`src/bftr_pkg.sv`:
```
`timescale 1ns / 1ps
// ----------------------------------------------------------------------------
// bftr_pkg - shared types and constants of the bitmap font text rasterizer
// Holds default parameter values, field widths, codes and the structs that
// travel between the front end, the draw queue and the row engine.
// ----------------------------------------------------------------------------
package bftr_pkg;

    localparam int SCREEN_WIDTH_DEF     = 480;
    localparam int SCREEN_HEIGHT_DEF    = 272;
    localparam int MAX_GLYPH_WIDTH_DEF  = 32;
    localparam int MAX_GLYPH_HEIGHT_DEF = 32;
    localparam int CODE_BITS_DEF        = 16;

    localparam int CFG_W       = 32;
    localparam int CFG_IDX_W   = 3;
    localparam int COORD_W     = 16;
    localparam int COLOR_W     = 32;
    localparam int CODE_W      = 16;
    localparam int MASK_W      = 33;
    localparam int POS_W       = 9;
    localparam int ROW_Y_W     = 7;
    localparam int ACC_W       = 40;
    localparam int STORE_IDX_W = 24;
    localparam int ADV_DEPTH   = 128;
    localparam int ADV_IDX_W   = 7;

    localparam int IN_TDATA_W  = 120;
    localparam int IN_TUSER_W  = 3;
    localparam int OUT_TDATA_W = 120;

    // Configuration register indexes
    localparam logic [CFG_IDX_W-1:0] CFG_GLYPH_WIDTH  = 3'd0;
    localparam logic [CFG_IDX_W-1:0] CFG_GLYPH_HEIGHT = 3'd1;
    localparam logic [CFG_IDX_W-1:0] CFG_GAP_X        = 3'd2;
    localparam logic [CFG_IDX_W-1:0] CFG_GAP_Y        = 3'd3;
    localparam logic [CFG_IDX_W-1:0] CFG_SHADE_COLOR  = 3'd4;
    localparam logic [CFG_IDX_W-1:0] CFG_DRAW_SPACE   = 3'd5;

    localparam logic [5:0]  GLYPH_WIDTH_RST  = 6'd16;
    localparam logic [5:0]  GLYPH_HEIGHT_RST = 6'd16;
    localparam logic [31:0] SHADE_COLOR_RST  = 32'hb000_0000;

    // Text bytes with a meaning of their own
    localparam logic [7:0] CH_NUL   = 8'h00;
    localparam logic [7:0] CH_TAB   = 8'h09;
    localparam logic [7:0] CH_NL    = 8'h0a;
    localparam logic [7:0] CH_SPACE = 8'h20;

    typedef enum logic [1:0] {
        KIND_TEXT  = 2'd0,
        KIND_STORE = 2'd1,
        KIND_ADV   = 2'd2,
        KIND_NONE  = 2'd3
    } t_kind;

    typedef enum logic {
        F_IDLE,
        F_EXEC
    } t_fstate;

    typedef enum logic [1:0] {
        B_IDLE,
        B_SETUP,
        B_FETCH,
        B_EMIT
    } t_bstate;

    typedef struct packed {
        logic [5:0] glyph_w;
        logic [5:0] glyph_h;
        logic [4:0] gap_x;
        logic [4:0] gap_y;
        logic       shadow_on;
        logic       draw_space;
    } t_cfg;

    typedef struct packed {
        logic [CODE_W-1:0]  code;
        logic [COLOR_W-1:0] ink;
        logic [COORD_W-1:0] px;
        logic [COORD_W-1:0] py;
    } t_draw;

endpackage

```
`src/bftr_queue.sv`:
```
`timescale 1ns / 1ps
// ----------------------------------------------------------------------------
// bftr_queue - two-entry draw queue
// Decouples the front end from the row engine.
// ----------------------------------------------------------------------------
module bftr_queue (
    input  logic            i_clk,
    input  logic            i_rst_n,
    input  logic            i_push,
    input  bftr_pkg::t_draw i_data,
    input  logic            i_pop,
    output bftr_pkg::t_draw o_data,
    output logic            o_full,
    output logic            o_empty
);

    bftr_pkg::t_draw r_mem [2];
    logic            r_wp, r_rp;
    logic [1:0]      r_cnt;

    assign o_full  = (r_cnt == 2'd2);
    assign o_empty = (r_cnt == 2'd0);
    assign o_data  = r_mem[r_rp];

    always_ff @(posedge i_clk) begin
        if (i_push) begin
            r_mem[r_wp] <= i_data;
        end
    end

    always_ff @(posedge i_clk) begin
        if (!i_rst_n) begin
            r_wp  <= 1'b0;
            r_rp  <= 1'b0;
            r_cnt <= '0;
        end else begin
            if (i_push) begin
                r_wp <= !r_wp;
            end
            if (i_pop) begin
                r_rp <= !r_rp;
            end
            r_cnt <= r_cnt + 2'(i_push) - 2'(i_pop);
        end
    end

endmodule

```
`config.mk`:
```
export PLATFORM = sky130hd
export DESIGN_NAME = bftr_queue
export DESIGN_NICKNAME = d
export VERILOG_FILES = /design/src/bftr_pkg.sv /design/src/bftr_queue.sv
export SDC_FILE = /design/constraint.sdc
export NUM_CORES = 1
export LEC_CHECK = 0
export CORE_MARGIN = 2
export CORE_UTILIZATION = 58
export CTS_BUF_LIST = sky130_fd_sc_hd__clkbuf_4
export DETAILED_ROUTE_END_ITERATION = 8
export DONT_BUFFER_PORTS = 1
export PLACE_DENSITY = 0.7
export SLEW_MARGIN = 40
export SYNTH_ARGS = -nofsm -noshare
export SYNTH_HDL_FRONTEND = slang
export SYNTH_SLANG_ARGS = --single-unit
```
`constraint.sdc`:
```
create_clock -name i_clk -period 13.4 [get_ports i_clk]
set_input_delay 2.68 -clock i_clk [delete_from_list [all_inputs] [get_ports i_clk]]
set_output_delay 2.68 -clock i_clk [all_outputs]
set_load 0.02 [all_outputs]
```
==> impl_metrics.yaml <==
run_status:
  status: "finished clean"
worst_setup_path:
  crit_chain: "buf_4 > mux2_4"
  r2r_end: "r_mem[0][74]"
  crit_family: "flip-flops"
  endpoint_kind: "output pin"
  rr_worst_depth: 3
  critPathMaxStageDelay_ps: 830
  crit_path_max_fanout: 44
  cp.required_ps: 10720
  r2r-start: "r_wp"
  crit_buf_inv: 1
  critPathLaunchType: "flip-flop"
  criticalPathCategory: "flip-flop to output pin"
  critPathArrivalTime_ps: 2510
  slowest_stage: "dfxtp_4"
  rrSetupSlack_ps: 11600
yosys:
  synth_ff_type: "edfxtp_1"
  synth_cells: 270
  synth_cell_types: 13
  yosysTopAreaCellShare: 0.750
  synthesis.nets: 356
  syn_area_um2: 6400
  synth_top_area_cell: "edfxtp_1"
  synth-edff-count: 160
  avgSynthCellArea_um2: 23.7
  ys_seq_elements: 165
  synth_warnings: 0
  async_flop_share: 0
  synth_area_leaders: "edfxtp_1 (75%), mux2_4 (19%), buf_12 (2.5%), dfxtp_1 (1.6%), and2_1 (0.39%)"
  synth-seq-area-share: 0.766
timing:
  setup_tns_ps: 0
  max_slew_margin: 0.485
  slew_viol_final: 0
  skew_ps: 9.62
  whs_ps: 600
  hold_violations: 0
  fmax_ghz: 0.193
  fin_crit_ps: 5190
  worst_slew_pin_slew_ps: 773
  fin_ws_ps: 8210
  setup_viol: 0
  post-route-period-util: 0.388
  rsz0062_at_grt: "no"
detailed_routing:
  routedWlPerCell_um: 20.8
  dr.pass1.iters: 4
  ant_nets: 0
  num_vias: 2395
  drc: 0
  drtIter0Drc: 88
  wl_um: 9100
  viasPerCell: 5.47
floorplanning:
  die_x_um: 109
  start_util: 0.593
  core-area_um2: 10800
  die_h_um: 109
  ios: 166
  rows: 38
  dieArea_um2: 11900
job:
  cap_violations: 0
power_and_ir_drop:
  power.leakage_nw: 2.44
  irDropWorstVdd_v: 0.0000911
  powerDensity_nw_per_um2: 156
  total_power_w: 0.00107
cts:
  post_cts_resized: 0
  clock_sinks: 165
  cts_setup_buffers: 0
  cts_buffers: 17
  cts_tree: "done"
  htreeDepth: 4
  clock_latency_ps: 510
  cts.path.max_buffers: 2
  root_buffer: "clkbuf_4"
  cts_hold_buffers: 0
  cts.clk_slew.worst_paths_ps: 120
global_routing:
  grt_max_degree: 45
  grt_pass1_wl_um: 13000
  antenna_found_initial: 0
  grt_use_total: 0.156
  grt_pass1_vias: 2408
  gr-total-overflow: 0
layout:
  nNetsFinal: 371
  design_area_um2: 6870
  n_antenna_cell: 0
  nFillCells: 699
  drive_gt1_frac: 0.399
  layout-area-overhead-vs-synth_pct: 7.27
place:
  dpl.hpwl_um: 6180
  gp_congestion: 0.686
  preCtsSetupSlack_ps: 8720
  dpl_cell_area_um2: 6490
  port_buffers: 0
min_path:
  hp-start: "r_rp"
  min_path_cells: 2
  holdCritPathClass: "flip-flop to flip-flop"
## sequential cells by signal, summed over array words and instances, names as in the netlist, named ones only
signal,count
r_rp,1
r_cnt,2
r_wp,1
r_mem,160
## cell type report
| class | instances | area [um^2] | share of cell area |
|---|---|---|---|
| Clock inverter | 13 | 230 | 0.0335 |
| Clock buffer | 19 | 143 | 0.0208 |
| Inverter | 2 | 7.51 | 0.00109 |
| Timing Repair Buffer | 5 | 75.1 | 0.0109 |
| Multi-Input combinational cell | 94 | 1330 | 0.193 |
| Tap cell | 140 | 175 | 0.0255 |
| Sequential cell | 165 | 4910 | 0.715 |
## logic make-up after synthesis
group,share of synthesized area
DFF,0.766
muxes,0.188
buffers and inverters,0.0279
and+or+nand+nor,0.00840
xor gates and xnor gates,0.00489
adders and majority gates,0.00391
AOI/OAI and AO/OA,0.00117
## routing by layer
metal  share of wire  track usage  vias to the layer above
li1                -            -                     1091
met1            0.34        0.162                     1182
met2            0.50        0.248                      109
met3            0.14        0.103                       13
met4           0.015       0.0632                        0
met5               0            0                        -
## cell usage after synthesis (2+ instances only)
master,count
mux2_4,80
buf_12,8
ha_1,2
nor2b_1,4
dfxtp_1,5
edfxtp_1,160
inv_1,2
and2_1,4
## worst max-delay path by stage
stage               from           to  cells after the start
3_5_place_dp   flip-flop   o_data[73]                      2
3_3_place_gp   flip-flop   o_data[63]                      2
4_1_cts        flip-flop   o_data[73]                      2
5_1_grt        flip-flop   o_data[31]                      2
6_report       flip-flop   o_data[78]                      2
2_1_floorplan     i_push  r_mem[0][0]                      1
## metrics by stage
stage                     std cells   util
final                           438  0.636
after global routing            438  0.636
after CTS                       438  0.636
after detailed placement        406  0.602
after global placement          403  0.596
after floorplan                 270      -
## layout by cell type, fill, tap and decap left out
| cell | Yosys | routed |
|---|---|---|
| nor2_1 | 1 | 1 |
| dfxtp_1 | 5 | 4 |
| clkinvlp_4 | 0 | 2 |
| mux2_4 | 80 | 80 |
| ha_1 | 2 | 2 |
| clkinv_1 | 0 | 1 |
| clkbuf_4 | 0 | 19 |
| buf_4 | 0 | 2 |
| o21a_1 | 1 | 1 |
| and2_1 | 4 | 3 |
| clkinv_4 | 0 | 3 |
| edfxtp_1 | 160 | 160 |
| xnor3_1 | 1 | 1 |
| inv_1 | 2 | 2 |
| nor2b_1 | 4 | 3 |
| nor2b_4 | 0 | 1 |
| xor2_1 | 1 | 1 |
| clkinv_2 | 0 | 1 |
| bufinv_16 | 0 | 6 |
| and2_4 | 0 | 1 |
| buf_12 | 8 | 3 |
| dfxtp_4 | 0 | 1 |
## report_power, final
part           internal (W)  total [W]  switching, W
registers          0.000596   0.000609     0.0000136
clock network      0.000190   0.000346      0.000157
logic             0.0000504   0.000116     0.0000653
total              0.000836    0.00107      0.000236
## worst reg2reg max path, cell delays in order (launching register included)
cell     delay, ps
dfxtp_1        370
nor2b_4        390
buf_4          420
buf_12         300
(Power assumes the default switching activity.)
