## config.mk

```make
export PLATFORM = sky130hd
export DESIGN_NAME = bftr_back
export DESIGN_NICKNAME = d
export VERILOG_FILES = /design/src/bftr_pkg.sv /design/src/bftr_back.sv
export SDC_FILE = /design/constraint.sdc
export NUM_CORES = 1
export LEC_CHECK = 0
export ABC_AREA = 1
export ABC_CLOCK_PERIOD_IN_PS = 20500
export BUFFER_PORTS_ARGS = -buffer_cell sky130_fd_sc_hd__buf_2
export CAP_MARGIN = 20
export CELL_PAD_IN_SITES_DETAIL_PLACEMENT = 2
export CELL_PAD_IN_SITES_GLOBAL_PLACEMENT = 2
export CORE_MARGIN = 5
export CORE_UTILIZATION = 39
export CTS_CLUSTER_DIAMETER = 50
export CTS_CLUSTER_SIZE = 16
export DETAILED_ROUTE_END_ITERATION = 10
export PLACE_DENSITY_LB_ADDON = 0.25
export SETUP_SLACK_MARGIN = 0.4
export SYNTH_ARGS = -nofsm -noshare
export SYNTH_HDL_FRONTEND = slang
export SYNTH_SLANG_ARGS = --single-unit
export TNS_END_PERCENT = 100
```

## constraint.sdc

```tcl
create_clock -name i_clk -period 20.5 [get_ports i_clk]
set_input_delay 3.075 -clock i_clk [delete_from_list [all_inputs] [get_ports i_clk]]
set_output_delay 3.075 -clock i_clk [all_outputs]
set_load 0.05 [all_outputs]
```

## src/bftr_pkg.sv

```systemverilog
`timescale 1ns / 1ps
// ----------------------------------------------------------------------------
// bftr_pkg - shared types and constants of the bitmap font text rasterizer
// Holds default parameter values, field widths, codes and the structs that
// travel between the front end, the draw queue and the row engine.
// ----------------------------------------------------------------------------
package bftr_pkg;

    localparam int SCREEN_WIDTH_DEF     = 480;
    localparam int SCREEN_HEIGHT_DEF    = 272;
    localparam int MAX_GLYPH_WIDTH_DEF  = 32;
    localparam int MAX_GLYPH_HEIGHT_DEF = 32;
    localparam int CODE_BITS_DEF        = 16;

    localparam int CFG_W       = 32;
    localparam int CFG_IDX_W   = 3;
    localparam int COORD_W     = 16;
    localparam int COLOR_W     = 32;
    localparam int CODE_W      = 16;
    localparam int MASK_W      = 33;
    localparam int POS_W       = 9;
    localparam int ROW_Y_W     = 7;
    localparam int ACC_W       = 40;
    localparam int STORE_IDX_W = 24;
    localparam int ADV_DEPTH   = 128;
    localparam int ADV_IDX_W   = 7;

    localparam int IN_TDATA_W  = 120;
    localparam int IN_TUSER_W  = 3;
    localparam int OUT_TDATA_W = 120;

    // Configuration register indexes
    localparam logic [CFG_IDX_W-1:0] CFG_GLYPH_WIDTH  = 3'd0;
    localparam logic [CFG_IDX_W-1:0] CFG_GLYPH_HEIGHT = 3'd1;
    localparam logic [CFG_IDX_W-1:0] CFG_GAP_X        = 3'd2;
    localparam logic [CFG_IDX_W-1:0] CFG_GAP_Y        = 3'd3;
    localparam logic [CFG_IDX_W-1:0] CFG_SHADE_COLOR  = 3'd4;
    localparam logic [CFG_IDX_W-1:0] CFG_DRAW_SPACE   = 3'd5;

    localparam logic [5:0]  GLYPH_WIDTH_RST  = 6'd16;
    localparam logic [5:0]  GLYPH_HEIGHT_RST = 6'd16;
    localparam logic [31:0] SHADE_COLOR_RST  = 32'hb000_0000;

    // Text bytes with a meaning of their own
    localparam logic [7:0] CH_NUL   = 8'h00;
    localparam logic [7:0] CH_TAB   = 8'h09;
    localparam logic [7:0] CH_NL    = 8'h0a;
    localparam logic [7:0] CH_SPACE = 8'h20;

    typedef enum logic [1:0] {
        KIND_TEXT  = 2'd0,
        KIND_STORE = 2'd1,
        KIND_ADV   = 2'd2,
        KIND_NONE  = 2'd3
    } t_kind;

    typedef enum logic {
        F_IDLE,
        F_EXEC
    } t_fstate;

    typedef enum logic [1:0] {
        B_IDLE,
        B_SETUP,
        B_FETCH,
        B_EMIT
    } t_bstate;

    typedef struct packed {
        logic [5:0] glyph_w;
        logic [5:0] glyph_h;
        logic [4:0] gap_x;
        logic [4:0] gap_y;
        logic       shadow_on;
        logic       draw_space;
    } t_cfg;

    typedef struct packed {
        logic [CODE_W-1:0]  code;
        logic [COLOR_W-1:0] ink;
        logic [COORD_W-1:0] px;
        logic [COORD_W-1:0] py;
    } t_draw;

endpackage

```

## src/bftr_back.sv

```systemverilog
`timescale 1ns / 1ps
// ----------------------------------------------------------------------------
// bftr_back - glyph row engine
// Fetches each glyph row from the store a byte at a time, forms the
// foreground and shadow masks, clips them and drives the output register.
// ----------------------------------------------------------------------------
module bftr_back #(
    parameter int SCREEN_WIDTH  = bftr_pkg::SCREEN_WIDTH_DEF,
    parameter int SCREEN_HEIGHT = bftr_pkg::SCREEN_HEIGHT_DEF,
    parameter int CODE_BITS     = bftr_pkg::CODE_BITS_DEF,
    parameter int ADDR_W        = 23
) (
    input  logic                              i_clk,
    input  logic                              i_rst_n,
    input  bftr_pkg::t_cfg                    i_cfg,
    input  logic                              i_q_empty,
    input  bftr_pkg::t_draw                   i_q_data,
    output logic                              o_q_pop,
    output logic                              o_idle,
    output logic                              o_mem_re,
    output logic [ADDR_W-1:0]                 o_mem_addr,
    input  logic [7:0]                        i_mem_q,
    output logic                              m_axis_tvalid,
    input  logic                              m_axis_tready,
    output logic [bftr_pkg::OUT_TDATA_W-1:0]  m_axis_tdata,
    output logic                              m_axis_tlast
);

    localparam int BITN_W = CODE_BITS + 6;
    localparam int MW     = bftr_pkg::MASK_W;

    bftr_pkg::t_bstate r_state, n_state;
    bftr_pkg::t_draw   r_desc, n_desc;

    logic [BITN_W-1:0]              r_bitn, n_bitn;
    logic [bftr_pkg::ROW_Y_W-1:0]   r_y, n_y;
    logic [ADDR_W-1:0]              r_rowbase, n_rowbase;
    logic [MW-1:0]                  r_prev, n_prev;
    logic [2:0]                     r_iss, n_iss;
    logic                           r_pend, n_pend;
    logic [bftr_pkg::ACC_W-1:0]     r_acc, n_acc;

    logic                           r_ov, n_ov;
    logic [8:0]                     r_ox, n_ox, r_oy, n_oy;
    logic [MW-1:0]                  r_ofg, n_ofg, r_osh, n_osh;
    logic [31:0]                    r_ocol, n_ocol;
    logic                           r_olast, n_olast;

    logic [bftr_pkg::ROW_Y_W-1:0]   ye;
    logic [2:0]                     off;
    logic [6:0]                     nb_sum;
    logic [2:0]                     nbytes, nb;
    logic                           fetch_row;
    logic [bftr_pkg::ACC_W-1:0]     aligned;
    logic [MW-1:0]                  grow, fg, sh, clip;
    logic [16:0]                    colmax;
    logic [15:0]                    rowy;
    logic                           last;
    logic [ADDR_W-1:0]              rowb;
    logic                           out_free;

    always_comb begin
        ye        = bftr_pkg::ROW_Y_W'(i_cfg.glyph_h) + bftr_pkg::ROW_Y_W'(i_cfg.shadow_on);
        off       = r_bitn[2:0];
        nb_sum    = 7'(off) + 7'(i_cfg.glyph_w) + 7'd7;
        nbytes    = nb_sum[5:3];
        fetch_row = (r_y < bftr_pkg::ROW_Y_W'(i_cfg.glyph_h));
        nb        = fetch_row ? nbytes : 3'd0;
        aligned   = r_acc << {3'd5 - nb, 3'b000};
        colmax    = 17'(SCREEN_WIDTH) - {1'b0, r_desc.px};
        for (int x = 0; x < MW; x++) begin
            if (x < int'(i_cfg.glyph_w) && (int'(off) + x) < bftr_pkg::ACC_W) begin
                grow[x] = aligned[bftr_pkg::ACC_W - 1 - (int'(off) + x)];
            end else begin
                grow[x] = 1'b0;
            end
            clip[x] = (17'(x) < colmax);
        end
        fg = fetch_row ? grow : '0;
        // Shadow: glyph pixel one up and left, where no ink lands
        sh = (i_cfg.shadow_on && r_y != '0) ? ({r_prev[MW-2:0], 1'b0} & ~fg) : '0;
        rowy  = r_desc.py + 16'(r_y);
        last  = ((r_y + 1'b1) == ye) || (({1'b0, rowy} + 17'd1) >= 17'(SCREEN_HEIGHT));
        rowb  = (ADDR_W'(i_cfg.glyph_w) << (CODE_BITS - 3)) + ADDR_W'(1);
        out_free = !r_ov || m_axis_tready;
    end

    always_comb begin
        n_state   = r_state;
        n_desc    = r_desc;
        n_bitn    = r_bitn;
        n_y       = r_y;
        n_rowbase = r_rowbase;
        n_prev    = r_prev;
        n_iss     = r_iss;
        n_pend    = 1'b0;
        n_acc     = r_acc;
        n_ov      = r_ov && !m_axis_tready;
        n_ox      = r_ox;
        n_oy      = r_oy;
        n_ofg     = r_ofg;
        n_osh     = r_osh;
        n_ocol    = r_ocol;
        n_olast   = r_olast;
        o_q_pop   = 1'b0;
        o_mem_re  = 1'b0;
        o_mem_addr = r_rowbase + ADDR_W'(r_bitn >> 3) + ADDR_W'(r_iss);

        unique case (r_state)
            bftr_pkg::B_IDLE: begin
                if (!i_q_empty) begin
                    o_q_pop = 1'b1;
                    n_desc  = i_q_data;
                    n_state = bftr_pkg::B_SETUP;
                end
            end
            bftr_pkg::B_SETUP: begin
                n_bitn    = BITN_W'(r_desc.code[CODE_BITS-1:0]) * BITN_W'(i_cfg.glyph_w);
                n_y       = '0;
                n_rowbase = '0;
                n_prev    = '0;
                n_iss     = '0;
                // A cell with no rows emits nothing
                n_state   = (ye == '0) ? bftr_pkg::B_IDLE : bftr_pkg::B_FETCH;
            end
            bftr_pkg::B_FETCH: begin
                // Issue one store read a cycle, shift in its data in the cycle after
                if (r_iss < nb) begin
                    o_mem_re = 1'b1;
                    n_iss    = r_iss + 3'd1;
                    n_pend   = 1'b1;
                end
                if (r_pend) begin
                    n_acc = {r_acc[bftr_pkg::ACC_W-9:0], i_mem_q};
                end
                if (r_iss >= nb && !r_pend) begin
                    n_state = bftr_pkg::B_EMIT;
                end
            end
            bftr_pkg::B_EMIT: begin
                if (out_free) begin
                    n_ov      = 1'b1;
                    n_ox      = r_desc.px[8:0];
                    n_oy      = rowy[8:0];
                    n_ofg     = fg & clip;
                    n_osh     = sh & clip;
                    n_ocol    = r_desc.ink;
                    n_olast   = last;
                    n_prev    = grow;
                    n_y       = r_y + 1'b1;
                    n_rowbase = r_rowbase + rowb;
                    n_iss     = '0;
                    n_state   = last ? bftr_pkg::B_IDLE : bftr_pkg::B_FETCH;
                end
            end
            default: begin
                n_state = bftr_pkg::B_IDLE;
            end
        endcase
    end

    always_ff @(posedge i_clk) begin
        if (!i_rst_n) begin
            r_state <= bftr_pkg::B_IDLE;
            r_pend  <= 1'b0;
            r_ov    <= 1'b0;
        end else begin
            r_state <= n_state;
            r_pend  <= n_pend;
            r_ov    <= n_ov;
        end
    end

    always_ff @(posedge i_clk) begin
        r_desc    <= n_desc;
        r_bitn    <= n_bitn;
        r_y       <= n_y;
        r_rowbase <= n_rowbase;
        r_prev    <= n_prev;
        r_iss     <= n_iss;
        r_acc     <= n_acc;
        r_ox      <= n_ox;
        r_oy      <= n_oy;
        r_ofg     <= n_ofg;
        r_osh     <= n_osh;
        r_ocol    <= n_ocol;
        r_olast   <= n_olast;
    end

    assign o_idle        = (r_state == bftr_pkg::B_IDLE);
    assign m_axis_tvalid = r_ov;
    assign m_axis_tlast  = r_olast;
    assign m_axis_tdata  = {4'd0, r_ocol, r_osh, r_ofg, r_oy, r_ox};

endmodule

```

==> results.json <==
{
  "outcome": "completed",
  "path_clk_slew_ps": 70,
  "grt_max_degree": 77,
  "drt_drc_violations_left": 0,
  "synth.yosys.warnings": 0,
  "grt_pass1_wl_um": 121000,
  "synth-edff-count": 323,
  "final_common_cell": "nand2_1",
  "setup_ws_ps": 10650,
  "fin_tns_setup_ps": 0,
  "final_util_pct": 46.0,
  "core-area_um2": 52600,
  "start_util_pct": 39.4,
  "finalCritPeriodShare_pct": 48.0,
  "cts_tree": "yes",
  "cp_cell_sequence": "buf_2 > inv_1 > ha_1 > inv_1 > ha_1 > a21oi_1 > nand2_2 > nand2_2 > nand3_2 > ha_1 > nand2_1 > nor2_1 > nor3_1 > inv_1 > nor2_1 > buf_2",
  "rsz0062_at_grt": "no",
  "synth_ff_type": "edfxtp_1",
  "dp_hpwl_um": 60400,
  "antenna_left": 0,
  "ys_types": 51,
  "gp_congestion": 0.920,
  "worst_slew_pin_slew_ps": 1040,
  "std_cell_rows": 84,
  "via_per_inst": 5.52,
  "path_delay_family": "simple AND/OR/NAND/NOR gates",
  "path_buf_inv": 5,
  "fmax_ghz": 0.102,
  "antenna_found_initial": 5,
  "first_pass_iters": 4,
  "wirelength_um": 81500,
  "cts_setup_buffers": 0,
  "powerDensity_nw_per_um2": 124,
  "grt_pass1_vias": 20600,
  "avgSynthCellArea_um2": 9.01,
  "crit_slowest_cell": "ha_1",
  "hold_viol": 0,
  "nFillCells": 5770,
  "preCtsSetupSlack_ps": 10790,
  "grtUsageMet2_pct": 51.5,
  "numCtsBuffers": 42,
  "drive_gt1_share_pct": 14.6,
  "crit_required_ps": 17430,
  "grtUsageMet3_pct": 4.08,
  "maxCapViolations": 0,
  "grt_util_met1_pct": 30.6,
  "finalSetupViolations": 0,
  "crit_path_end_kind": "output pin",
  "crit_path_max_incr_delay_ps": 460,
  "fin_skew_ps": 35.2,
  "finalMaxSlewViolations": 0,
  "boundaryPins": 264,
  "htreeDepth": 2,
  "syn_area_um2": 20700,
  "relSlewSlack_pct": 30.9,
  "crit_type": "in2out",
  "synthToLayoutAreaGrowth_pct": 16.9,
  "ys_ff_latch": 327,
  "cts_buffer_depth": 3,
  "globalRouteTotalUtil_pct": 27.5,
  "clk_latency_ps": 610,
  "nNetsFinal": 2842,
  "overflow": 0,
  "hp-class": "reg2reg",
  "yosysSeqAreaShare_pct": 47.3,
  "final_cell_mix": "559 x nand2_1, 323 x edfxtp_1, 290 x nand3_1",
  "ys_async_sr_fraction_pct": 0,
  "cp-start-kind": "primary input",
  "clkSinkCount": 327,
  "num_vias": 18000,
  "min_period_ps": 9850,
  "p_leak_uw": 0.0111,
  "initialDrtViolationCount": 1098,
  "die_h_um": 240,
  "io_buffer_count": 247,
  "busiest_layer": "met2",
  "cts_resized": 0,
  "holdBufCountCts": 0,
  "fp.dieW_um": 240,
  "arrival_ps": 6770,
  "power_uw": 3000,
  "dieArea_um2": 57800,
  "root_buffer": "clkbuf_16",
  "ir_drop_uv": 166,
  "cp_max_fo": 22,
  "syn_inst": 2297,
  "wire_per_inst_um": 24.9
}
==> Yosys cell counts, types with 5 or more instances <==
master	n	area (um2)
nand2_1	560	2100
edfxtp_1	323	9700
nand3_1	290	1450
inv_1	289	1080
nor2_1	187	702
ha_1	119	1490
a21oi_1	105	526
fa_1	62	1240
o21ai_0	55	275
xor2_1	52	455
clkbuf_1	27	101
nand4_1	25	156
nor3_1	18	90.1
a31oi_1	15	93.8
xnor2_1	15	131
buf_1	14	52.6
o211ai_1	12	90.1
nor2_2	11	68.8
nor3b_1	10	75.1
buf_2	9	45.0
buf_4	9	67.6
o21ai_1	9	45.0
nand2_2	7	43.8
o21a_1	6	45.0
clkinv_1	5	18.8
nand3b_1	5	37.5
nor4_1	5	31.3
==> worst paths after layout <==
check	start	endpoint	slack [ps]	cells past startpoint
setup / recovery	i_cfg[20]	o_mem_re	10650	16
hold / removal	r_desc[51]	r_ocol[19]	420	0
setup reg to reg	r_bitn[2]	r_osh[3]	15450	17
hold reg to reg	r_desc[51]	r_ocol[19]	420	0
==> cell type report <==
cell class | instances | area, um2 | area share, %
well taps | 688 | 861 | 3.56
diodes | 4 | 10.0 | 0.0414
multi-input cells | 1613 | 9530 | 39.4
clock buffers | 43 | 1050 | 4.36
clock inverters | 33 | 415 | 1.72
inverters | 298 | 1120 | 4.62
repair buffers | 263 | 1430 | 5.90
flip-flops and latches | 327 | 9780 | 40.4
==> logic make-up after synthesis <==
kind of cell | after synthesis | share of synthesized area [%]
fa+ha+maj | 181 | 13.2
simple gates | 1132 | 23.5
buf+inv | 361 | 6.91
xor+xnor | 67 | 2.84
other cells | 1 | 0.0181
flops | 327 | 47.3
compound gates | 228 | 6.23
==> power by group <==
part | internal, uW | switching, uW
Clock | 443 | 349
Sequential | 839 | 45.6
Combinational | 369 | 950
Total | 1650 | 1340
==> flip-flops by register name, summed over array words and instances, names as in the netlist, 9 cells and up <==
name / cells
r_osh: 32
r_rowbase: 23
r_desc: 80
r_bitn: 22
r_oy: 9
r_ocol: 32
r_ox: 9
r_prev: 32
r_acc: 40
r_ofg: 33
==> per-stage QoR <==
stage                     hold slack [ps]  cells  cell area, um2
after floorplan                       400   2301           20700
after global placement                400   3185           22600
after detailed placement              406   3185           22600
after CTS                             425   3261           24100
after global routing                  436   3268           24200
final                                 424   3269           24200
==> routing by layer <==
metal	wire (um)	vias to the layer above
met5	21	-
met4	4090	4
li1	-	8191
met2	43800	492
met1	30200	9141
met3	3330	213
Note: power is estimated with default switching activity, not from simulation.
