===== config.mk =====
export PLATFORM = sky130hd
export DESIGN_NAME = bftr_ram
export DESIGN_NICKNAME = d
export VERILOG_FILES = /design/src/bftr_ram.sv
export SDC_FILE = /design/constraint.sdc
export NUM_CORES = 1
export LEC_CHECK = 0
export ABC_CLOCK_PERIOD_IN_PS = 3400
export BUFFER_PORTS_ARGS = -buffer_cell sky130_fd_sc_hd__clkbuf_2
export CELL_PAD_IN_SITES_DETAIL_PLACEMENT = 2
export CELL_PAD_IN_SITES_GLOBAL_PLACEMENT = 2
export CORE_UTILIZATION = 52
export CTS_CLUSTER_SIZE = 30
export DETAILED_ROUTE_END_ITERATION = 7
export GPL_ROUTABILITY_DRIVEN = 0
export PLACE_DENSITY_LB_ADDON = 0.1
export SLEW_MARGIN = 0
export SYNTH_ARGS = -nofsm -noshare
export SYNTH_HDL_FRONTEND = slang
export SYNTH_SLANG_ARGS = --single-unit
export TNS_END_PERCENT = 100

===== constraint.sdc =====
create_clock -name i_clk -period 3.4 [get_ports i_clk]
set_clock_uncertainty 0.05 [all_clocks]
set_input_delay 0.17 -clock i_clk [delete_from_list [all_inputs] [get_ports i_clk]]
set_output_delay 0.17 -clock i_clk [all_outputs]
set_load 0.1 [all_outputs]

===== src/bftr_ram.sv =====
`timescale 1ns / 1ps
// ----------------------------------------------------------------------------
// bftr_ram - generic single write, single read RAM
// One write port and one read port; read data is registered.
// ----------------------------------------------------------------------------
module bftr_ram #(
    parameter int WIDTH = 8,
    parameter int DEPTH = 128
) (
    input  logic                     i_clk,
    input  logic                     i_we,
    input  logic [$clog2(DEPTH)-1:0] i_waddr,
    input  logic [WIDTH-1:0]         i_wdata,
    input  logic                     i_re,
    input  logic [$clog2(DEPTH)-1:0] i_raddr,
    output logic [WIDTH-1:0]         o_rdata
);

    logic [WIDTH-1:0] r_mem [DEPTH];
    logic [WIDTH-1:0] r_q;

    always_ff @(posedge i_clk) begin
        if (i_we) begin
            r_mem[i_waddr] <= i_wdata;
        end
        if (i_re) begin
            r_q <= r_mem[i_raddr];
        end
    end

    assign o_rdata = r_q;

endmodule


==> metrics.txt, run 1 <==
# TYPE chip_impl_metric gauge
chip_impl_info{name="status",value="complete, no violations"} 1
chip_impl_info{name="global_route_layer_with_the_greatest_usage",value="met2"} 1
chip_impl_info{name="timing.critical_path.from",value="r_mem[19][6]"} 1
chip_impl_metric{name="maxSlewViolCount",unit=""} 0
chip_impl_metric{name="synthToLayoutAreaGrowth",unit="%"} 14.6
chip_impl_metric{name="clock_input_transition_at_the_sequential_cells_of_the_worst_setup_and_hold_paths",unit="ns"} 0.07
chip_impl_info{name="worstSetupStartpointType",value="register"} 1
chip_impl_metric{name="post-dp-hpwl",unit="um"} 73900
chip_impl_metric{name="routed-via-count",unit=""} 19700
chip_impl_metric{name="slowest_cell_delay_on_critical_path",unit="ns"} 0.61
chip_impl_metric{name="cts_repair_resize_count",unit=""} 0
chip_impl_metric{name="drc_errors",unit=""} 0
chip_impl_metric{name="grt_start_max_net_pins",unit=""} 129
chip_impl_metric{name="drt_pass1_iterations",unit=""} 5
chip_impl_info{name="holdCritPathClass",value="input pin to register"} 1
chip_impl_metric{name="switching_share",unit=""} 0.225
chip_impl_metric{name="global_route.overflow_total",unit=""} 0
chip_impl_metric{name="tritoncts_num_sinks",unit=""} 1032
chip_impl_metric{name="routed_wl",unit="um"} 127000
chip_impl_metric{name="share_clk_of_total_power",unit=""} 0.431
chip_impl_metric{name="grt_first_pass_wirelength",unit="um"} 175000
chip_impl_metric{name="htree_levels",unit=""} 3
chip_impl_info{name="critical_path.cell_chain",value="mux4_2, mux4_2, mux4_2, mux2_2"} 1
chip_impl_metric{name="worst_slew_margin_rel",unit=""} 0.210
chip_impl_metric{name="ys_ff_latch",unit=""} 1032
chip_impl_metric{name="final_layout_size_suffix_gt1_frac",unit=""} 0.348
chip_impl_metric{name="layout_worst_path_cycle_share",unit=""} 0.828
chip_impl_metric{name="drtIter0Drc",unit=""} 2438
chip_impl_metric{name="antenna_violating_nets_post_route",unit=""} 0
chip_impl_metric{name="vdd_ir_max",unit="V"} 0.000675
chip_impl_metric{name="postLayoutCoreUtil",unit=""} 0.601
chip_impl_metric{name="leakage_power_total",unit="nW"} 14.2
chip_impl_metric{name="num-nets-final",unit=""} 1854
chip_impl_info{name="rr_startpoint",value="r_mem[19][6]"} 1
chip_impl_metric{name="worst_ep_arrival_time",unit="ns"} 3.19
chip_impl_metric{name="pwr-share-seq",unit=""} 0.512
chip_impl_info{name="crit_type",value="register to register"} 1
chip_impl_metric{name="fmaxAchievable",unit="GHz"} 0.355
chip_impl_info{name="critPathTopFamily",value="multiplexers"} 1
chip_impl_metric{name="setup_violations",unit=""} 0
chip_impl_metric{name="netlist_instances",unit=""} 1635
chip_impl_info{name="cp-end-kind",value="register"} 1
chip_impl_metric{name="fp.dieH",unit="um"} 278
chip_impl_metric{name="synth_nets",unit=""} 1660
chip_impl_metric{name="final_period_minus_worst_setup_slack",unit="ns"} 2.82
chip_impl_metric{name="port_buffers",unit=""} 32
chip_impl_metric{name="final-hold-violation-count",unit=""} 0
chip_impl_metric{name="post_cts_repair_setup_buffers",unit=""} 0
chip_impl_metric{name="max_cap_viol_count",unit=""} 0
chip_impl_metric{name="top_level_ports",unit=""} 33
chip_impl_info{name="rsz0062_at_grt",value="false"} 1
chip_impl_metric{name="viasPerCell",unit=""} 6.79
chip_impl_info{name="critPathMostFrequentCell",value="mux4_2"} 1
chip_impl_metric{name="worst-path-buf-inv",unit=""} 0
chip_impl_info{name="tritoncts",value="yes"} 1
chip_impl_metric{name="clk-insertion-delay-late",unit="ns"} 0.68
chip_impl_metric{name="initial_core_util",unit=""} 0.524
chip_impl_metric{name="worstMarginPinSlew",unit="ns"} 1.18
chip_impl_metric{name="fraction_of_the_yosys_area_taken_by_sequential_cells",unit=""} 0.780
chip_impl_metric{name="power-per-cell-area",unit="nW/um^2"} 603
chip_impl_metric{name="cp.required",unit="ns"} 3.77
chip_impl_metric{name="synth.cell_area",unit="sq um"} 39700
chip_impl_metric{name="numCtsBuffers",unit=""} 105
chip_impl_metric{name="floorplan.die_area",unit="sq um"} 77500
chip_impl_metric{name="grt_antenna_before_repair",unit=""} 10
chip_impl_info{name="cts_root_buf",value="clkbuf_16"} 1
chip_impl_metric{name="number_of_core_rows",unit=""} 101
chip_impl_info{name="min-delay-start",value="i_wdata[4]"} 1
chip_impl_metric{name="power_report.internal_total",unit="W"} 0.0213
chip_impl_metric{name="ys_types",unit=""} 16
chip_impl_metric{name="setup_total_negative_slack",unit="ns"} 0
chip_impl_metric{name="via_count_of_the_first_global_routing_pass",unit=""} 20900
chip_impl_info{name="timing.critical_path.slowest_stage_cell",value="mux4_2"} 1
chip_impl_metric{name="power_frac_comb",unit=""} 0.057
chip_impl_metric{name="critPathMaxFanout",unit=""} 1
chip_impl_metric{name="p_switching",unit="W"} 0.00619
chip_impl_metric{name="core_area",unit="sq um"} 75800
chip_impl_metric{name="synthesis_warning_total",unit=""} 0
chip_impl_metric{name="floorplan.die.width",unit="um"} 278
chip_impl_metric{name="routedWlPerCell",unit="um"} 43.8
chip_impl_metric{name="grtUsageMet3",unit=""} 0.0459
chip_impl_metric{name="clock_tree.buffer_depth",unit=""} 3
chip_impl_metric{name="gr-usage-all-layers",unit=""} 0.334
chip_impl_metric{name="use_met2",unit=""} 0.578
chip_impl_metric{name="post_synth.cell_area_avg",unit="sq um"} 24.3
chip_impl_metric{name="met1_usage",unit=""} 0.447
## cells in the final DEF, fill, tap and decap left out, types with 2 or more instances in the layout
cell type and instances:
mux4_2 336, nand4_1 3, buf_12 25, clkbuf_1 21
clkinvlp_4 2, clkbuf_16 107, buf_4 127, edfxtp_1 1032
nand2b_1 2, inv_6 3, clkbuf_2 20, nand3_1 12
dlygate4sd3_1 2, clkinv_2 24, clkinv_1 25, nor2_1 122
diode_2 2, bufinv_16 12, nor3_1 9, nor2b_1 7
buf_8 2, nand2_1 14, mux2_2 8
## state kept, by name (all words and copies together), names as in the netlist
| register | cells |
|---|---|
| r_mem | 1024 |
| o_rdata | 8 |
## power groups by stage
stage / Sequential, W / Clock [W] / Combinational (W)
after floorplan: 0.0144 / 0 / 0.000711
after global placement: 0.0143 / 0 / 0.00143
after detailed placement: 0.0144 / 0 / 0.00151
after CTS: 0.0141 / 0.0120 / 0.00156
after global routing: 0.0141 / 0.0123 / 0.00160
final: 0.0141 / 0.0118 / 0.00156
## worst register-to-register path: stages, from the launching register on
cell      delay, ns
edfxtp_1       0.49
mux4_2         0.52
mux4_2         0.57
mux4_2         0.61
mux2_2         0.33
## Yosys cell counts
| cell | count | share of area |
|---|---|---|
| edfxtp_1 | 1032 | 0.78 |
| mux4_2 | 336 | 0.19 |
| nor2_1 | 122 | 0.012 |
| clkbuf_1 | 44 | 0.0042 |
| buf_1 | 18 | 0.0017 |
| buf_2 | 15 | 0.0019 |
| nand2_1 | 14 | 0.0013 |
| nand3_1 | 12 | 0.0015 |
| buf_4 | 11 | 0.0021 |
| nor3_1 | 9 | 0.0011 |
| mux2_2 | 8 | 0.0023 |
| nor2b_1 | 7 | 0.0011 |
| nand4_1 | 3 | 0.00047 |
| nand2b_1 | 2 | 0.00031 |
| buf_6 | 1 | 0.00028 |
| or3_1 | 1 | 0.00016 |
## per-stage QoR
stage / cells / hold slack, ns / power [W] / area (sq um) / worst slack [ns]
floorplan: 1635 / 0.219 / 0.0151 / 39700 / 0.537
global placement: 2698 / 0.508 / 0.0158 / 42200 / 0.285
detailed placement: 2698 / 0.518 / 0.0159 / 42200 / 0.197
CTS: 2895 / 0.0205 / 0.0276 / 45600 / 0.598
global route: 2896 / 0.0470 / 0.0280 / 45600 / 0.614
finish: 2897 / 0.0198 / 0.0275 / 45600 / 0.584
## logic make-up after synthesis
| family | after synthesis | share of synthesized area |
|---|---|---|
| simple gates | 170 | 0.0175 |
| buf+inv | 89 | 0.0101 |
| mux | 344 | 0.193 |
| flops | 1032 | 0.780 |
## layout make-up
| type | instances | area (sq um) |
|---|---|---|
| well taps | 978 | 1220 |
| multi-input cells | 514 | 8350 |
| clock inverters | 67 | 624 |
| flip-flops and latches | 1032 | 31000 |
| repair buffers | 176 | 1600 |
| clock buffers | 128 | 2760 |
| fillers | 5826 | 30300 |
| diodes | 2 | 5.00 |
## metal layers
metal  vias up  wire length, um
li1       7426                -
met1     11000            48900
met2      1085            66000
met3       199             8410
met4         2             3430
met5         -               17
## timing repair
action / 4_1_cts / 5_1_grt
setup endpoints to repair: 0 / 0
endpoints found under the hold margin: 16 / 0
hold buffers: 2 / 0
## worst paths after layout
check | endpoint | slack, ns | cells after the start
hold reg to reg | o_rdata[6] | 1.24 | 4
hold / removal | r_mem[41][4] | 0.02 | 1
setup reg to reg | o_rdata[6] | 0.58 | 4
setup / recovery | o_rdata[6] | 0.58 | 4
Note: power is estimated with default switching activity, not from simulation.
==> run 2: changes to the inputs <==
--- a/config.mk
+++ b/config.mk
@@ -5,7 +5,7 @@
 export SDC_FILE = /design/constraint.sdc
 export NUM_CORES = 1
 export LEC_CHECK = 0
-export ABC_CLOCK_PERIOD_IN_PS = 3400
+export ABC_CLOCK_PERIOD_IN_PS = 2800
 export BUFFER_PORTS_ARGS = -buffer_cell sky130_fd_sc_hd__clkbuf_2
 export CELL_PAD_IN_SITES_DETAIL_PLACEMENT = 2
 export CELL_PAD_IN_SITES_GLOBAL_PLACEMENT = 2
==> constraint.sdc (replaced) <==
create_clock -name i_clk -period 2.8 [get_ports i_clk]
set_clock_uncertainty 0.05 [all_clocks]
set_input_delay 0.14 -clock i_clk [delete_from_list [all_inputs] [get_ports i_clk]]
set_output_delay 0.14 -clock i_clk [all_outputs]
set_load 0.1 [all_outputs]
==> run 2 against run 1 <==
Against the previous run:
- utilization up 0.82 points
- via count up 2.5%
- combinational power increased by 28%
- setup slack got worse by 0.56 ns
- sequential power rose by 21%
- sequential share of layout area shrank 0.92 points
- count of clock-buffer cells in the layout increased by 2
- power is 19% higher
- non-clock buffer count increased by 89
- final area rose by 1.4%
==> metrics.txt, run 2 (synthesis results as in run 1) <==
# TYPE chip_impl_metric gauge
chip_impl_metric{name="antenna_violating_nets_post_route",unit=""} 0
chip_impl_metric{name="layout_worst_path_cycle_share",unit=""} 0.992
chip_impl_metric{name="final-hold-violation-count",unit=""} 0
chip_impl_info{name="top_register",value="r_mem"} 1
chip_impl_metric{name="drc_errors",unit=""} 0
chip_impl_metric{name="gr-usage-all-layers",unit=""} 0.338
chip_impl_metric{name="clock_input_transition_at_the_sequential_cells_of_the_worst_setup_and_hold_paths",unit="ns"} 0.06
chip_impl_metric{name="worst_ep_arrival_time",unit="ns"} 3.14
chip_impl_info{name="cp-end-kind",value="register"} 1
chip_impl_metric{name="drt_pass1_iterations",unit=""} 7
chip_impl_metric{name="htree_levels",unit=""} 3
chip_impl_metric{name="critPathMaxFanout",unit=""} 1
chip_impl_info{name="layout.cells.most_common",value="edfxtp_1"} 1
chip_impl_metric{name="routedWlPerCell",unit="um"} 43.1
chip_impl_metric{name="worstMarginPinSlew",unit="ns"} 0.870
chip_impl_metric{name="final_period_minus_worst_setup_slack",unit="ns"} 2.78
chip_impl_metric{name="setup_violations",unit=""} 0
chip_impl_metric{name="fp.dieH",unit="um"} 278
chip_impl_metric{name="clk-insertion-delay-late",unit="ns"} 0.69
chip_impl_metric{name="max_cap_viol_count",unit=""} 0
chip_impl_metric{name="grt_start_max_net_pins",unit=""} 83
chip_impl_metric{name="grt_first_pass_wirelength",unit="um"} 178000
chip_impl_metric{name="final_layout_size_suffix_gt1_frac",unit=""} 0.370
chip_impl_metric{name="layout_setup_ws",unit="ns"} 0.0217
chip_impl_metric{name="tritoncts_num_sinks",unit=""} 1032
chip_impl_info{name="crit_type",value="register to register"} 1
chip_impl_info{name="rsz0062_at_grt",value="false"} 1
chip_impl_metric{name="clock_tree.buffer_depth",unit=""} 3
chip_impl_metric{name="port_buffers",unit=""} 32
chip_impl_info{name="layout_common_cells",value="edfxtp_1, mux4_2, buf_4"} 1
chip_impl_metric{name="grt_antenna_before_repair",unit=""} 8
chip_impl_metric{name="r2r_cells",unit=""} 4
chip_impl_metric{name="maxSlewViolCount",unit=""} 0
chip_impl_metric{name="numCtsBuffers",unit=""} 105
chip_impl_metric{name="initial_core_util",unit=""} 0.524
chip_impl_metric{name="vdd_ir_max",unit="V"} 0.000735
chip_impl_metric{name="post-place-ws",unit="ns"} -0.398
chip_impl_metric{name="fin_total_pwr",unit="W"} 0.0328
chip_impl_metric{name="routed-via-count",unit=""} 20200
chip_impl_metric{name="worst_slew_margin_rel",unit=""} 0.420
chip_impl_metric{name="post-dp-hpwl",unit="um"} 76000
chip_impl_metric{name="floorplan.die_area",unit="sq um"} 77500
chip_impl_metric{name="post_cts_repair_setup_buffers",unit=""} 0
chip_impl_metric{name="power-per-cell-area",unit="nW/um^2"} 710
chip_impl_metric{name="core_area",unit="sq um"} 75800
chip_impl_metric{name="drtIter0Drc",unit=""} 2583
chip_impl_metric{name="fmaxAchievable",unit="GHz"} 0.360
chip_impl_metric{name="fin_worst_hold_slack",unit="ns"} 0.0146
chip_impl_metric{name="cp.required",unit="ns"} 3.17
chip_impl_metric{name="setup.reg_to_reg.worst_slack",unit="ns"} 0.02
chip_impl_metric{name="number_of_core_rows",unit=""} 101
chip_impl_metric{name="global_route.overflow_total",unit=""} 0
chip_impl_metric{name="num-nets-final",unit=""} 1943
chip_impl_metric{name="top_level_ports",unit=""} 33
chip_impl_info{name="worstSetupStartpointType",value="register"} 1
chip_impl_info{name="tritoncts",value="yes"} 1
chip_impl_metric{name="postLayoutCoreUtil",unit=""} 0.609
chip_impl_metric{name="largest_reg_flops",unit=""} 1024
chip_impl_info{name="worst_r2r_endpoint",value="o_rdata[6]"} 1
chip_impl_info{name="status",value="complete, no violations"} 1
chip_impl_metric{name="floorplan.die.width",unit="um"} 278
chip_impl_metric{name="viasPerCell",unit=""} 6.80
chip_impl_metric{name="synthToLayoutAreaGrowth",unit="%"} 16.2
chip_impl_info{name="timing.critical_path.from",value="r_mem[87][6]"} 1
chip_impl_info{name="critical_path_destination",value="o_rdata[6]"} 1
chip_impl_info{name="cts_root_buf",value="clkbuf_16"} 1
chip_impl_metric{name="routed_wl",unit="um"} 128000
chip_impl_info{name="rr_startpoint",value="r_mem[87][6]"} 1
chip_impl_metric{name="leakage_power_total",unit="nW"} 14.7
chip_impl_metric{name="via_count_of_the_first_global_routing_pass",unit=""} 21500
chip_impl_info{name="holdCritPathClass",value="input pin to register"} 1
==> run 2: cell types whose count changed in the layout (fill, tap and decap cells not counted), sizes merged <==
cell         change
buf             +86
bufinv           -7
clkbuf           +2
clkinv          -12
diode            -1
dlygate4sd3      +3
==> run 2: final cells by class <==
| cell class | instances | area, sq um |
|---|---|---|
| Clock inverter | 48 | 387 |
| Fill cell | 5755 | 29600 |
| Timing Repair Buffer | 265 | 2450 |
| Clock buffer | 130 | 2760 |
| Antenna cell | 1 | 2.50 |
| Multi-Input combinational cell | 514 | 8360 |
| Sequential cell | 1032 | 31000 |
| Tap cell | 978 | 1220 |
==> run 2: what timing repair did <==
action / CTS / global route
endpoints found under the setup margin: 2 / 0
hold buffers: 4 / 1
endpoints found under the hold margin: 79 / 1
gates resized for setup: 2 / 0
==> run 2: how the worst min path moves through the flow <==
stage / cells after the start / end / slack (ns) / from
finish: 1 / r_mem[127][5] / 0.01 / i_wdata[5]
global route: 1 / r_mem[119][0] / 0.02 / i_wdata[0]
CTS: 1 / r_mem[2][6] / 0.003 / i_wdata[6]
detailed placement: 1 / o_rdata[5] / 0.54 / i_re
global placement: 1 / o_rdata[5] / 0.57 / i_re
floorplan: 0 / r_mem[0][0] / 0.19 / i_wdata[0]
==> run 2: metal layers <==
layer / share of wire / vias up / global-route usage
li1: - / 7585 / -
met1: 0.39 / 11200 / 0.459
met2: 0.52 / 1158 / 0.578
met3: 0.067 / 216 / 0.0494
met4: 0.029 / 0 / 0.0914
met5: 0 / - / 0
==> run 2: worst max-delay path: stages, from the launching register on <==
cell      delay [ns]
edfxtp_1        0.42
mux4_2          0.58
mux4_2          0.56
mux4_2          0.58
mux2_4          0.33
==> run 2: power breakdown <==
part / total (W) / internal, W / switching [W]
clock network: 0.0137 / 0.00742 / 0.00626
registers: 0.0171 / 0.0171 / 0.0000370
logic: 0.00199 / 0.000760 / 0.00123
total: 0.0328 / 0.0253 / 0.00753
==> run 2: stage by stage <==
step	instance area [sq um]	instances	TNS (ns)
6_report	46200	2968	0
5_1_grt	46200	2967	0
4_1_cts	46200	2966	-0.00403
3_5_place_dp	43000	2784	-2.62
3_3_place_gp	43000	2784	-2.08
2_1_floorplan	39700	1635	0
==> run 3: changes to the inputs <==
--- a/config.mk
+++ b/config.mk
@@ -7,13 +7,11 @@
 export LEC_CHECK = 0
 export ABC_CLOCK_PERIOD_IN_PS = 2800
 export BUFFER_PORTS_ARGS = -buffer_cell sky130_fd_sc_hd__clkbuf_2
-export CELL_PAD_IN_SITES_DETAIL_PLACEMENT = 2
-export CELL_PAD_IN_SITES_GLOBAL_PLACEMENT = 2
-export CORE_UTILIZATION = 52
+export CORE_UTILIZATION = 58
 export CTS_CLUSTER_SIZE = 30
 export DETAILED_ROUTE_END_ITERATION = 7
 export GPL_ROUTABILITY_DRIVEN = 0
-export PLACE_DENSITY_LB_ADDON = 0.1
+export PLACE_DENSITY = 0.74
 export SLEW_MARGIN = 0
 export SYNTH_ARGS = -nofsm -noshare
 export SYNTH_HDL_FRONTEND = slang
==> run 3 against run 2 <==
Against the previous run:
- the run now ends with hold timing left
- via count fell by 6.3%
- sequential share of layout area rose by 0.41 points
- worst hold slack got worse by 0.034 ns
- clock power fell by 3%
- sequential power barely moved
- global-route usage fell by 6.5 points
- register-to-register slack improved by 0.12 ns
- largest cell class unchanged
- highest routed layer is now met5
- setup slack improved by 0.12 ns
- final cell count fell by 4.0%
- sequential cell count did not move
- power fell by 1.9%
- die area fell by 10%
==> metrics.txt, run 3 (synthesis results as in run 1) <==
# TYPE chip_impl_metric gauge
chip_impl_info{name="crit_type",value="register to register"} 1
chip_impl_metric{name="routed-via-count",unit=""} 18900
chip_impl_metric{name="core_area",unit="sq um"} 67500
chip_impl_metric{name="floorplan.die_area",unit="sq um"} 69600
chip_impl_metric{name="routedWlPerCell",unit="um"} 32.3
chip_impl_metric{name="fin_worst_hold_slack",unit="ns"} -0.0191
chip_impl_metric{name="vdd_ir_max",unit="V"} 0.000672
chip_impl_metric{name="port_buffers",unit=""} 32
chip_impl_info{name="layout.cells.most_common",value="edfxtp_1"} 1
chip_impl_info{name="maxUsedRoutingLayer",value="met5"} 1
chip_impl_metric{name="power_report.internal_total",unit="W"} 0.0255
chip_impl_metric{name="pwr-share-seq",unit=""} 0.532
chip_impl_metric{name="drtIter0Drc",unit=""} 2361
chip_impl_metric{name="leakage_power_total",unit="nW"} 14.6
chip_impl_metric{name="fp.dieH",unit="um"} 264
chip_impl_metric{name="clock_tree.buffer_depth",unit=""} 3
chip_impl_metric{name="worst_ep_arrival_time",unit="ns"} 3.01
chip_impl_metric{name="largest_reg_flops",unit=""} 1024
chip_impl_metric{name="r2r_cells",unit=""} 4
chip_impl_metric{name="share_clk_of_total_power",unit=""} 0.413
chip_impl_info{name="violations",value="hold timing"} 1
chip_impl_metric{name="top_level_ports",unit=""} 33
chip_impl_metric{name="layout_worst_path_cycle_share",unit=""} 0.949
chip_impl_metric{name="routed_wl",unit="um"} 92100
chip_impl_metric{name="finish.cell_count_without_fillers",unit=""} 2849
chip_impl_metric{name="final-hold-violation-count",unit=""} 6
chip_impl_metric{name="global_route.overflow_total",unit=""} 0
chip_impl_info{name="tritoncts",value="yes"} 1
chip_impl_info{name="worstSetupStartpointType",value="register"} 1
chip_impl_metric{name="clk-insertion-delay-late",unit="ns"} 0.65
chip_impl_metric{name="metal_1_wl",unit="um"} 34200
chip_impl_metric{name="tritoncts_num_sinks",unit=""} 1032
chip_impl_metric{name="drt_pass1_iterations",unit=""} 5
chip_impl_metric{name="post-route-cell-area",unit="sq um"} 45900
chip_impl_metric{name="max_cap_viol_count",unit=""} 0
chip_impl_info{name="cp-end-kind",value="register"} 1
chip_impl_info{name="layout_common_cells",value="edfxtp_1, mux4_2, buf_4"} 1
chip_impl_info{name="top_register",value="r_mem"} 1
chip_impl_metric{name="detailed_place.area",unit="sq um"} 42700
chip_impl_metric{name="synthToLayoutAreaGrowth",unit="%"} 15.5
chip_impl_metric{name="power-per-cell-area",unit="nW/um^2"} 701
chip_impl_metric{name="grt_antenna_before_repair",unit=""} 4
chip_impl_metric{name="layout.filler_cells",unit=""} 3946
chip_impl_metric{name="fin_total_pwr",unit="W"} 0.0322
chip_impl_metric{name="postLayoutCoreUtil",unit=""} 0.680
chip_impl_info{name="holdCritPathClass",value="input pin to register"} 1
chip_impl_metric{name="htree_levels",unit=""} 3
chip_impl_metric{name="fmaxAchievable",unit="GHz"} 0.376
chip_impl_info{name="rsz0062_at_grt",value="false"} 1
chip_impl_info{name="status",value="finished with violations"} 1
chip_impl_metric{name="drc_errors",unit=""} 0
chip_impl_metric{name="via_count_of_the_first_global_routing_pass",unit=""} 19400
chip_impl_metric{name="worstMarginPinSlew",unit="ns"} 0.857
chip_impl_metric{name="grt_first_pass_wirelength",unit="um"} 134000
chip_impl_metric{name="final_period_minus_worst_setup_slack",unit="ns"} 2.66
chip_impl_metric{name="cp.required",unit="ns"} 3.16
chip_impl_metric{name="holdPathStages",unit=""} 2
chip_impl_metric{name="met3_length",unit="um"} 10200
chip_impl_metric{name="power_frac_comb",unit=""} 0.055
chip_impl_metric{name="switching_share",unit=""} 0.207
chip_impl_metric{name="total_instance_count_after_detailed_placement",unit=""} 2667
chip_impl_metric{name="antenna_violating_nets_post_route",unit=""} 0
chip_impl_metric{name="gr-usage-all-layers",unit=""} 0.273
chip_impl_metric{name="floorplan.die.width",unit="um"} 264
chip_impl_metric{name="post-dp-hpwl",unit="um"} 55700
chip_impl_metric{name="setup_violations",unit=""} 0
chip_impl_metric{name="p_switching",unit="W"} 0.00666
chip_impl_metric{name="maxSlewViolCount",unit=""} 0
chip_impl_metric{name="number_of_core_rows",unit=""} 95
chip_impl_metric{name="initial_core_util",unit=""} 0.589
chip_impl_metric{name="critPathMaxFanout",unit=""} 1
chip_impl_metric{name="numCtsBuffers",unit=""} 98
chip_impl_metric{name="worst_slew_margin_rel",unit=""} 0.426
chip_impl_metric{name="routed-wl-met2",unit="um"} 44300
chip_impl_info{name="cts_root_buf",value="clkbuf_16"} 1
chip_impl_metric{name="final_layout_size_suffix_gt1_frac",unit=""} 0.373
chip_impl_metric{name="setup_total_negative_slack",unit="ns"} 0
chip_impl_metric{name="num-nets-final",unit=""} 1922
chip_impl_metric{name="viasPerCell",unit=""} 6.63
chip_impl_metric{name="clock_input_transition_at_the_sequential_cells_of_the_worst_setup_and_hold_paths",unit="ns"} 0.07
chip_impl_metric{name="grt_start_max_net_pins",unit=""} 129
[run 3: layer usage]
layer / up-vias / GRT usage
li1: 7558 / -
met1: 9934 / 0.377
met2: 1196 / 0.424
met3: 195 / 0.0749
met4: 10 / 0.0985
met5: - / 0.00970
[run 3: what timing repair did]
item,4_1_cts,5_1_grt
gates resized for setup,0,0
hold buffers,3,0
setup endpoints to repair,0,0
endpoints found under the hold margin,92,0
setup buffers,0,0
[run 3: path summary, 6_finish.rpt]
path / endpoint / start / slack (ns)
hold / removal: r_mem[120][1] / i_wdata[1] / -0.02
setup / recovery: o_rdata[2] / r_mem[118][2] / 0.14
setup reg to reg: o_rdata[2] / r_mem[118][2] / 0.14
hold reg to reg: o_rdata[5] / r_mem[97][5] / 1.18
[run 3: layout make-up]
class,count,area (sq um),share of cell area
diodes,2,5.00,0.000109
well taps,873,1090,0.0238
multi-input cells,514,8350,0.182
flip-flops and latches,1032,31000,0.675
repair buffers,251,2250,0.0491
clock buffers,120,2560,0.0557
clock inverters,57,651,0.0142
[run 3: stage by stage]
| stage | hold WS (ns) | setup WS, ns |
|---|---|---|
| 3_3_place_gp | 0.562 | -0.186 |
| 3_5_place_dp | 0.555 | -0.231 |
| 2_1_floorplan | 0.189 | 0.0599 |
| 6_report | -0.0191 | 0.142 |
| 5_1_grt | 0.0127 | 0.140 |
| 4_1_cts | 0.00339 | 0.171 |
[run 3: power by group through the flow]
stage | Clock, W | Combinational, W | Sequential (W)
final | 0.0133 | 0.00177 | 0.0171
after global placement | 0 | 0.00172 | 0.0174
after detailed placement | 0 | 0.00176 | 0.0174
after floorplan | 0 | 0.000863 | 0.0175
after CTS | 0.0134 | 0.00178 | 0.0171
after global routing | 0.0140 | 0.00185 | 0.0171
[run 3: worst max-delay path, cell delays in order (launching register included)]
cell      delay, ns
edfxtp_1       0.39
mux4_2         0.53
mux4_2         0.60
mux4_2         0.55
mux2_2         0.29
